<file path="src/sv/swm_pkg.sv">
package swm_pkg;

   // sequencer states of the top level
   typedef enum logic [0:0] {
      ST_IDLE,
      ST_SCAN
   } swm_state_type;

endpackage

</file>
<file path="src/sv/swm_cell.sv">
module swm_cell #(
   parameter int SAMPLE_WIDTH = 16
) (
   input  logic                           clock,
   input  logic                           shift_en,
   input  logic signed [SAMPLE_WIDTH-1:0] smp_prev,
   input  logic signed [SAMPLE_WIDTH-1:0] acc_prev,
   output logic signed [SAMPLE_WIDTH-1:0] smp,
   output logic signed [SAMPLE_WIDTH-1:0] acc
);

   logic signed [SAMPLE_WIDTH-1:0] smp_ff;
   logic signed [SAMPLE_WIDTH-1:0] acc_ff;
   logic signed [SAMPLE_WIDTH-1:0] smp_in;
   logic signed [SAMPLE_WIDTH-1:0] acc_in;

   always_comb begin
      smp_in = shift_en ? smp_prev : smp_ff;
      // running max: own sample against what the left neighbor has so far
      acc_in = (smp_ff > acc_prev) ? smp_ff : acc_prev;
   end

   always_ff @(posedge clock) begin
      smp_ff <= smp_in;
      acc_ff <= acc_in;
   end

   assign smp = smp_ff;
   assign acc = acc_ff;

endmodule

</file>
<file path="src/sv/swm_chain.sv">
module swm_chain #(
   parameter int WINDOW_MAX   = 64,
   parameter int SAMPLE_WIDTH = 16,
   parameter int IW           = 6
) (
   input  logic                           clock,
   input  logic                           shift_en,
   input  logic signed [SAMPLE_WIDTH-1:0] smp_in,
   input  logic        [IW-1:0]           sel,
   output logic signed [SAMPLE_WIDTH-1:0] max_out
);

   localparam logic signed [SAMPLE_WIDTH-1:0] MOST_NEG =
      {1'b1, {(SAMPLE_WIDTH-1){1'b0}}};

   logic signed [SAMPLE_WIDTH-1:0] smp_q [WINDOW_MAX];
   logic signed [SAMPLE_WIDTH-1:0] acc_q [WINDOW_MAX];

   // cell 0 holds the newest sample, cell i the one i requests back
   for (genvar i = 0; i < WINDOW_MAX; i++) begin : g_cell
      if (i == 0) begin : g_head
         swm_cell #(.SAMPLE_WIDTH(SAMPLE_WIDTH)) u_cell (
            .clock    (clock),
            .shift_en (shift_en),
            .smp_prev (smp_in),
            .acc_prev (MOST_NEG),
            .smp      (smp_q[i]),
            .acc      (acc_q[i])
         );
      end else begin : g_body
         swm_cell #(.SAMPLE_WIDTH(SAMPLE_WIDTH)) u_cell (
            .clock    (clock),
            .shift_en (shift_en),
            .smp_prev (smp_q[i-1]),
            .acc_prev (acc_q[i-1]),
            .smp      (smp_q[i]),
            .acc      (acc_q[i])
         );
      end
   end

   assign max_out = acc_q[sel];

endmodule

</file>
<file path="src/sv/sliding_window_max_top.sv">
// Channel  Ports                                  Contents
// req      req_tvalid/tready/tdata/tlast          sample in tdata, last_sample in tlast
// rsp      rsp_tvalid/tready/tdata/tlast          window_max in tdata, final_result in tlast
// csr      csr_wr_en/csr_wr_data                  window_size
//
// A request that completes a window (k = effective window) starts a scan:
// the running max ripples one cell per cycle down the compare chain, read out at cell k-1.
// A request that yields no result leaves the sequencer idle for the next request.
// Reset clears the sequencer, fill count and output valid; window_size goes to 1.
// The result waits in an output register, so the next request is taken while it stalls.
module sliding_window_max_top
   import swm_pkg::*;
#(
   parameter int WINDOW_MAX   = 64,
   parameter int SAMPLE_WIDTH = 16
) (
   input  logic clock,
   input  logic reset,

   input  logic                            req_tvalid,
   output logic                            req_tready,
   input  logic [((SAMPLE_WIDTH+7)/8)*8-1:0] req_tdata,  // [SW-1:0] sample
   input  logic                            req_tlast,

   output logic                            rsp_tvalid,
   input  logic                            rsp_tready,
   output logic [((SAMPLE_WIDTH+7)/8)*8-1:0] rsp_tdata,  // [SW-1:0] window_max
   output logic                            rsp_tlast,

   input  logic                            csr_wr_en,
   input  logic [6:0]                      csr_wr_data
);

   localparam int DW   = ((SAMPLE_WIDTH + 7) / 8) * 8;
   localparam int KW   = $clog2(WINDOW_MAX + 1);
   localparam int IW   = (WINDOW_MAX > 1) ? $clog2(WINDOW_MAX) : 1;
   localparam int CMPW = (KW > 7) ? KW : 7;

   swm_state_type state_ff, state_in;

   logic [6:0]    csr_ff;
   logic [KW-1:0] fill_ff, fill_in, fill_inc;
   logic [KW-1:0] kk_ff, kk_in, k_eff;
   logic [KW-1:0] cnt_ff, cnt_in;
   logic          last_ff, last_in;
   logic          rsp_valid_ff, rsp_valid_in;
   logic          rsp_last_ff, rsp_last_in;
   logic signed [SAMPLE_WIDTH-1:0] rsp_data_ff, rsp_data_in;
   logic signed [SAMPLE_WIDTH-1:0] chain_max;
   logic [CMPW-1:0] csr_x;

   logic accept, rsp_free, load, hit;

   // effective window: 0 acts as 1, above WINDOW_MAX clamps
   always_comb begin
      csr_x = CMPW'(csr_ff);
      if (csr_x == '0) begin
         k_eff = KW'(1);
      end else if (csr_x > CMPW'(WINDOW_MAX)) begin
         k_eff = KW'(WINDOW_MAX);
      end else begin
         k_eff = csr_x[KW-1:0];
      end
   end

   assign accept   = req_tvalid && req_tready;
   assign rsp_free = !rsp_valid_ff || rsp_tready;
   assign fill_inc = (fill_ff < KW'(WINDOW_MAX)) ? fill_ff + KW'(1) : fill_ff;
   assign hit      = fill_inc >= k_eff;
   assign load     = (state_ff == ST_SCAN) && (cnt_ff == kk_ff) && rsp_free;

   // next state
   always_comb begin
      state_in = state_ff;
      case (state_ff)
         ST_IDLE: begin
            if (accept && hit) state_in = ST_SCAN;
         end
         ST_SCAN: begin
            if (load) state_in = ST_IDLE;
         end
         default: state_in = ST_IDLE;
      endcase
   end

   // outputs of the sequencer
   always_comb begin
      case (state_ff)
         ST_IDLE: req_tready = 1'b1;
         ST_SCAN: req_tready = 1'b0;
         default: req_tready = 1'b0;
      endcase
   end

   always_comb begin
      fill_in = fill_ff;
      kk_in   = kk_ff;
      cnt_in  = cnt_ff;
      last_in = last_ff;
      if (accept) begin
         fill_in = req_tlast ? '0 : fill_inc;
         kk_in   = k_eff;
         cnt_in  = '0;
         last_in = req_tlast;
      end else if (state_ff == ST_SCAN && cnt_ff != kk_ff) begin
         cnt_in = cnt_ff + KW'(1);
      end
   end

   always_comb begin
      rsp_valid_in = rsp_valid_ff;
      rsp_data_in  = rsp_data_ff;
      rsp_last_in  = rsp_last_ff;
      if (load) begin
         rsp_valid_in = 1'b1;
         rsp_data_in  = chain_max;
         rsp_last_in  = last_ff;
      end else if (rsp_tready) begin
         rsp_valid_in = 1'b0;
      end
   end

   always_ff @(posedge clock) begin
      if (reset) begin
         state_ff     <= ST_IDLE;
         csr_ff       <= 7'd1;
         fill_ff      <= '0;
         cnt_ff       <= '0;
         rsp_valid_ff <= 1'b0;
      end else begin
         state_ff     <= state_in;
         fill_ff      <= fill_in;
         cnt_ff       <= cnt_in;
         rsp_valid_ff <= rsp_valid_in;
         if (csr_wr_en) csr_ff <= csr_wr_data;
      end
   end

   always_ff @(posedge clock) begin
      kk_ff       <= kk_in;
      last_ff     <= last_in;
      rsp_data_ff <= rsp_data_in;
      rsp_last_ff <= rsp_last_in;
   end

   swm_chain #(
      .WINDOW_MAX   (WINDOW_MAX),
      .SAMPLE_WIDTH (SAMPLE_WIDTH),
      .IW           (IW)
   ) u_chain (
      .clock    (clock),
      .shift_en (accept),
      .smp_in   (req_tdata[SAMPLE_WIDTH-1:0]),
      .sel      (IW'(kk_ff - KW'(1))),
      .max_out  (chain_max)
   );

   assign rsp_tvalid = rsp_valid_ff;
   assign rsp_tdata  = DW'($unsigned(rsp_data_ff));
   assign rsp_tlast  = rsp_last_ff;

   a_fill_bound: assert property (@(posedge clock) disable iff (reset)
      fill_ff <= KW'(WINDOW_MAX))
      else $error("fill count above window depth");

   a_cnt_bound: assert property (@(posedge clock) disable iff (reset)
      state_ff == ST_SCAN |-> cnt_ff <= kk_ff)
      else $error("scan counter ran past window");

   a_hit_scan: assert property (@(posedge clock) disable iff (reset)
      accept && hit |=> state_ff == ST_SCAN)
      else $error("full window did not start a scan");

   a_last_clear: assert property (@(posedge clock) disable iff (reset)
      accept && req_tlast |=> fill_ff == '0)
      else $error("last request did not clear the window");

   a_load_ready: assert property (@(posedge clock) disable iff (reset)
      load |-> cnt_ff != '0 && !req_tready)
      else $error("result loaded before the chain settled");

endmodule
</file>
<file path="config.mk">
export PLATFORM = sky130hd
export DESIGN_NAME = sliding_window_max_top
export DESIGN_NICKNAME = d
export VERILOG_FILES = /design/src/sv/swm_pkg.sv /design/src/sv/swm_cell.sv /design/src/sv/swm_chain.sv /design/src/sv/sliding_window_max_top.sv
export SDC_FILE = /design/constraint.sdc
export NUM_CORES = 2
export LEC_CHECK = 0
export BUFFER_PORTS_ARGS = -buffer_cell sky130_fd_sc_hd__clkbuf_2
export CAP_MARGIN = 25
export CORE_MARGIN = 2
export CORE_UTILIZATION = 58
export DETAILED_ROUTE_END_ITERATION = 16
export PLACE_DENSITY = 0.86
export SLEW_MARGIN = 10
export SYNTH_ARGS = -nofsm -noshare
export SYNTH_HDL_FRONTEND = slang
export SYNTH_SLANG_ARGS = --single-unit
</file>
<file path="constraint.sdc">
create_clock -name clock -period 28.5 [get_ports clock]
set_input_delay 0 -clock clock [delete_from_list [all_inputs] [get_ports clock]]
set_output_delay 0 -clock clock [all_outputs]
set_load 0.01 [all_outputs]
</file>
======== After elaboration in Yosys (flattened, before gate mapping) ========
Cells that the tools add are included.
W data, S select, Z words.
cells by class
  add/sub/neg operators ................... 3
  $mul .................................... 0
  div/mod/pow operators ................... 0
  order comparisons ....................... 68
  equality and inequality tests ........... 2
  shifts and indexed selects .............. 0
  mux-type cells .......................... 76
  bitwise gates (word level) .............. 2
  reduce and logical (&&, ||, !) cells .... 10
operators with widths
  cell                    number
  $mux W16                65
  $gt A16 B16 Y1          63
  $bmux W16 S6            1
  $mux W7                 4
  $gt A16 B16 Y1 const B  1
  $add A7 B1 Y7 const B   2
  $eq A7 B7 Y1            1
  $ge A7 B7 Y1            1
  $ge A7 B7 Y1 const B    1
  $gt A7 B7 Y1 const B    1
  $logic_not A7 Y1        1
  $lt A7 B7 Y1 const B    1
  $ne A7 B7 Y1            1
  $not A6 Y7              1
  $sub A6 B1 Y6 const B   1
  $logic_and A1 B1 Y1     5
  $mux W1                 4
  $pmux W1 S2             2
  $reduce_bool A2 Y1      1
  $reduce_or A2 Y1        1
  $logic_not A1 Y1        1
  $logic_or A1 B1 Y1      1
  $not A1 Y1              1
word-level totals
  flip-flop bits (word level) ............. 2096
  latch bits .............................. 0
  memory bits (writable) .................. 0
  bits in read-only memories .............. 0
  bits of input ports ..................... 29
  output and inout port bits .............. 19
  logic and storage cells ................. 298
  memories kept ........................... 0

======== Logic depth before layout (Yosys ltp) ========
  depth after elaboration ................. 7
  gate-level depth with buffers ........... 15
  gate-level depth less buffers ........... 11

======== Modules after synthesis ========
Synthesis repeated with hierarchy kept, for this count alone.
second synthesis, totals
  cells, all modules ...................... 7894
  area, all modules ....................... 105631.3 sq um
by module, submodules not included
  module                  times used  cells an instance  area each (sq um)  seq. area each (sq um)
  swm_cell                64          110                1487.7             800.8
  swm_chain               1           664                8244.2             0.0
  sliding_window_max_top  1           190                2175.8             1211.2

======== Worst setup path after synthesis ========
No wires, ideal clock.
  path kind ............................... reg2reg
  from .................................... register state_ff
  to ...................................... register cnt_ff[3]
  setup time .............................. 0.070 ns
  arrival time ............................ 27.517 ns
  data required time ...................... 28.430 ns
  path slack .............................. 0.913 ns
  stages on the path, launching flop included .. 7
  path buffers ............................ 1
  clock period less this slack ............ 27.587 ns
  cell sequence ........................... dfxtp_1 > inv_1 > nand2_1 > clkinv_1 > or2_2 > clkbuf_1 > a21oi_1
on the way
  word-level cells in the longest chain between the ends .. 4
  elaborated cells between the ends (all ways) .. 5
  classes of those cells .................. mux: 1; bitwise: 1; reduce/logical: 3
ends and longest elaborated chain
  item                                   line                           text
  from (decl)                            sliding_window_max_top.sv:39   swm_state_type state_ff, state_in;
  from (signal assigned)                 sliding_window_max_top.sv:131  state_ff <= state_in;
  $not A1 Y1                             n/a
  $pmux W1 S2 (*)                        sliding_window_max_top.sv:88   case (state_ff)
  via req_tready                         sliding_window_max_top.sv:21   output logic req_tready,
  $logic_and A1 B1 Y1 (*)                sliding_window_max_top.sv:66   assign accept = req_tvalid && req_tready;
  via accept                             sliding_window_max_top.sv:52   logic accept, rsp_free, load, hit;
  $reduce_or A2 Y1 (no source line) (*)  n/a
  to (signal assigned)                   sliding_window_max_top.sv:133  cnt_ff <= cnt_in;
  to (decl)                              sliding_window_max_top.sv:44   logic [KW-1:0] cnt_ff, cnt_in;
The timed path passes the listed nets; every way through them passes the cells marked *.
A chain may end at the register's enable or synchronous reset.

======== Worst setup path after layout ========
  from .................................... register kk_ff[1]
  to ...................................... register rsp_data_ff[12], in the netlist rsp_tdata[12] (data pin)
on the way
  word-level cells in the longest chain between the ends .. 5
ends and longest elaborated chain
  item                                          line                           text
  from (decl)                                   sliding_window_max_top.sv:43   logic [KW-1:0] kk_ff, kk_in, k_eff;
  from (signal assigned)                        sliding_window_max_top.sv:140  kk_ff <= kk_in;
  $sub A6 B1 Y6                                 sliding_window_max_top.sv:154  .sel (IW'(kk_ff - KW'(1))),
  $not A6 Y7 (not written as such)              swm_chain.sv:42                assign max_out = acc_q[sel];
  $bmux W16 S6                                  swm_chain.sv:42
  $mux W16 (not written as such) (2 in series)  swm_chain.sv:42
  via chain_max[12]                             sliding_window_max_top.sv:49   logic signed [SAMPLE_WIDTH-1:0] chain_max;
  to (signal assigned)                          sliding_window_max_top.sv:142  rsp_data_ff <= rsp_data_in;
  to (decl)                                     sliding_window_max_top.sv:48   logic signed [SAMPLE_WIDTH-1:0] rsp_data_ff, rsp_data_in;
The timed path passes the listed nets, and every way through them passes these cells. The select of a mux whose other input is x is not followed.

==> summary.txt <==
Setup path
  • Capturing point of the worst reg2reg path: rsp_tdata[12]
  • R2R setup slack: roughly 23000 ps
  • Worst r2r path cells: 10
  • CP endpoint kind: flip-flop
  • Worst R2R Start: kk_ff[1]
  • Crit path launch type: flip-flop
  • Worst Setup Path Type: flip-flop to flip-flop
  • Crit-path max FO: 136
  • Worst path required time: slightly below 30000 ps
  • CP startpoint: kk_ff[1]
  • Arrival time worst endpoint: 6320 ps

Finish
  • Most common cell after layout, fill and taps aside: inv_1
  • Most frequent cells in the layout: inv_1, edfxtp_1, dfxtp_1, ha_1, mux2_2
  • Area Overhead vs Synth: 10.48%
  • Fill cells: 11550
  • Fin nets: 8893
  • Layout cell share with drive strength beyond 1: a little under a quarter
  • Final instance area: 0.1124 mm2

Synth
  • Primary flip-flop cell chosen by synthesis mapping: edfxtp_1
  • Synth warn: 0
  • Compound-Gate Fraction of Synth Area: 7.239%
  • Main combinational cell family by area after synthesis: multiplexers
  • Mapped Area: about 0.10 mm2
  • Post-synth cell types: 64
  • Synth area leaders: edfxtp_1, dfxtp_1, ha_1
  • Simple-gate share of the synthesized area: 5.105%
  • Post-Syn Instances: 7622
  • Synthesized Nets: 8669
  • FF+latch count, synth: around 2100
  • Seq/Total Area, Yosys: 51.58%
  • Post-synthesis mux area share: between 10% and 20%
  • Share of the synthesized area in the top cell type: around 31%
  • Cell accounting for the most synthesized area: edfxtp_1
  • Syn_area_per_cell: about 13 um2
  • Async SR Flop Fraction: 0%
  • Post-Synth XOR/XNOR Area: 0.2214%
  • Number of synthesized flops with an enable pin: ~1000
  • Post-synthesis adder-cell area fraction: 12.52%

CTS
  • Worst-path clk slew: about 70 ps
  • Post-CTS Hold Fix Bufs: 67
  • Postcts setup bufs: 0
  • Clk root buf: clkbuf_16
  • Clock sink count: approximately 2100
  • Longest Clk Path Bufs: 3
  • H-Tree Depth: 4
  • Clock latency on the worst-skew pair: 850 ps
  • CTS buffer count: 208
  • CTS tree: done
  • Resize count post-CTS: 0

Route
  • Drt pass-1 iters: 8
  • WL met1: 95710 um
  • # DRC: 0
  • Metal3 WL: 19960 um
  • WL final: 250900 um
  • Initial DRC count: 6361
  • DR vias/cell: 6.180
  • Vias: 63990
  • DRT antenna net count: 0
  • Met2 routed WL: 121500 um
  • Drt wl/cell: 24.23 um
  • Top routing layer in use: met5

Floorplan
  • Die Height: approximately 420 um
  • IO Count: 48
  • DIE AREA: approximately 0.18 mm2
  • Rows: 153
  • Core Footprint: 0.1740 mm2
  • Initial Util: between 50% and 60%
  • Die Wd: ~420 um

Global routing
  • Global-route usage over all layers: 27.56%
  • Vias in the first global route: 66120
  • First-pass GRT wire length: 385300 um
  • Largest net degree at the start of global routing: 177
  • Initial antenna violation count: 10
  • Grt total ovfl: 0

Worst hold path
  • Hold path cells: 5
  • Hold Crit Endpoint: fill_ff[0]
  • Hold Crit Class: input pin to flip-flop
  • Min-delay src: req_tlast

Placement
  • Post-DP HPWL: about 180000 um
  • # port buffers: 47
  • GP Congestion: about 0.95
  • Dpl cell area: approximately 0.10 mm2

STA
  • Max-slew violations: 1
  • Max Freq: 0.1773 GHz
  • Worst-Margin Slew: roughly 1500 ps
  • Final Cycle Share: 19.79%
  • Finish-stage setup viols: 0
  • Setup TNS: 0 ps
  • Fin Clk Skew: 36.14 ps
  • Max transition margin: -0.4850%
  • Count of final hold-check violations: 0
  • Final min period: 5641 ps
  • Unrepaired setup endpoints after global routing: no

Outcome
  • Failing checks: max-capacitance violations, max-slew violations
  • Status: finished, violations left

Power and ir drop
  • Power per cell area: 102.1 mW/mm2
  • Max VDD drop: 0.07667 mV
  • Lkg Pwr: 49.41 nW
  • Total power: about 11 mW

Run
  • Max Cap Viol: 1
## synthesized netlist by cell type (all sizes together) (4+ instances only)
| library cell | n |
|---|---|
| clkbuf | 45 |
| o221ai | 32 |
| edfxtp | 1049 |
| mux2i | 7 |
| xnor2 | 13 |
| or3 | 36 |
| and4 | 4 |
| buf | 145 |
| a31oi | 32 |
| or2 | 39 |
| a21oi | 299 |
| a21o | 212 |
| o22a | 32 |
| mux4 | 256 |
| o22ai | 6 |
| o21ai | 71 |
| nor2b | 42 |
| dfxtp | 1047 |
| xor2 | 11 |
| o21a | 33 |
| ha | 1018 |
| nand4 | 215 |
| nand2b | 36 |
| a32o | 5 |
| a311oi | 16 |
| a22oi | 4 |
| o211ai | 91 |
| o2111a | 27 |
| nor2 | 137 |
| nor4 | 27 |
| and2 | 29 |
| a2111oi | 63 |
| nand2 | 323 |
| nand3 | 28 |
| mux2 | 1009 |
| inv | 1111 |
| a211oi | 57 |
| nor3 | 7 |
## critical path: stages, from the launching register on
cell      delay, ps
edfxtp_1        460
inv_1           120
ha_4            900
buf_12          660
buf_4           850
mux4_2          410
nor2_1          100
a211oi_1        100
a311oi_1       1230
a31oi_1         100
o211ai_1        230
## per-layer routing
metal  vias to the layer above  global-route usage [%]
met3                       716                   5.790
met5                         -                       0
met1                     31980                   34.08
li1                      28410                       -
met4                        14                   13.83
met2                      2873                   45.77
## where the power goes
part / total [mW] / internal (mW) / leakage (nW) / switching, mW
Clock: 2.81 / 1.62 / 3.41 / 1.18
Sequential: 4.60 / 3.90 / 18.2 / 0.701
Combinational: 4.06 / 2.03 / 27.8 / 2.03
Total: 11.5 / 7.56 / 49.4 / 3.91
## layout make-up
type | instances | area, um2 | area share [%]
Antenna cell | 2 | 5.005 | 0.004454
Clock buffer | 307 | 6107 | 5.435
Timing Repair Buffer | 204 | 2037 | 1.813
Inverter | 1112 | 4182 | 3.721
Clock inverter | 84 | 854.6 | 0.7605
Multi-Input combinational cell | 4224 | 43820 | 38.99
Tap cell | 2325 | 2909 | 2.589
Sequential cell | 2096 | 52460 | 46.68
## logic make-up (layout without fill, tap and decap cells)
group | count (synthesis) | after routing
adder cells (fa/ha/maj) | 1018 | 1018
AND/OR/NAND/NOR | 927 | 927
AO/OA/AOI/OAI | 983 | 983
XOR/XNOR | 24 | 24
buffers and inverters | 1302 | 1707
other | 0 | 2
flip-flops | 2096 | 2096
multiplexers | 1272 | 1272
## per-stage QoR
stage | utilization, % | instances | hold WS (ps) | worst slack [ps]
floorplan | - | 7622 | 98.87 | 913.3
finish | 64.58 | 10350 | 110.9 | 22860
detailed placement | 59.79 | 9844 | 179.9 | 23400
global route | 64.57 | 10350 | 120.1 | 22850
global placement | 59.69 | 9832 | 178.0 | 23610
CTS | 64.17 | 10300 | 27.08 | 23350
## registers in the layout, indices dropped and copies added, names as in the netlist
register                          count
csr_ff                                7
rsp_tlast                             1
fill_ff                               7
kk_ff                                 7
u_chain.g_cell.g_head.u_cell.smp     16
rsp_tdata                            16
u_chain.g_cell.g_body.u_cell.smp   1008
state_ff                              1
cnt_ff                                7
u_chain.g_cell.g_body.u_cell.acc   1008
rsp_tvalid                            1
last_ff                               1
u_chain.g_cell.g_head.u_cell.acc     16
## worst max-delay path by stage
stage          cells after the start             to  slack [ps]
4_1_cts                           10  rsp_tdata[12]       23350
6_report                          10  rsp_tdata[12]       22860
3_5_place_dp                      10  rsp_tdata[12]       23400
2_1_floorplan                      6      cnt_ff[3]         910
5_1_grt                           10  rsp_tdata[12]       22850
3_3_place_gp                      10   rsp_tdata[3]       23610
Power figures use the tool's default switching activity.
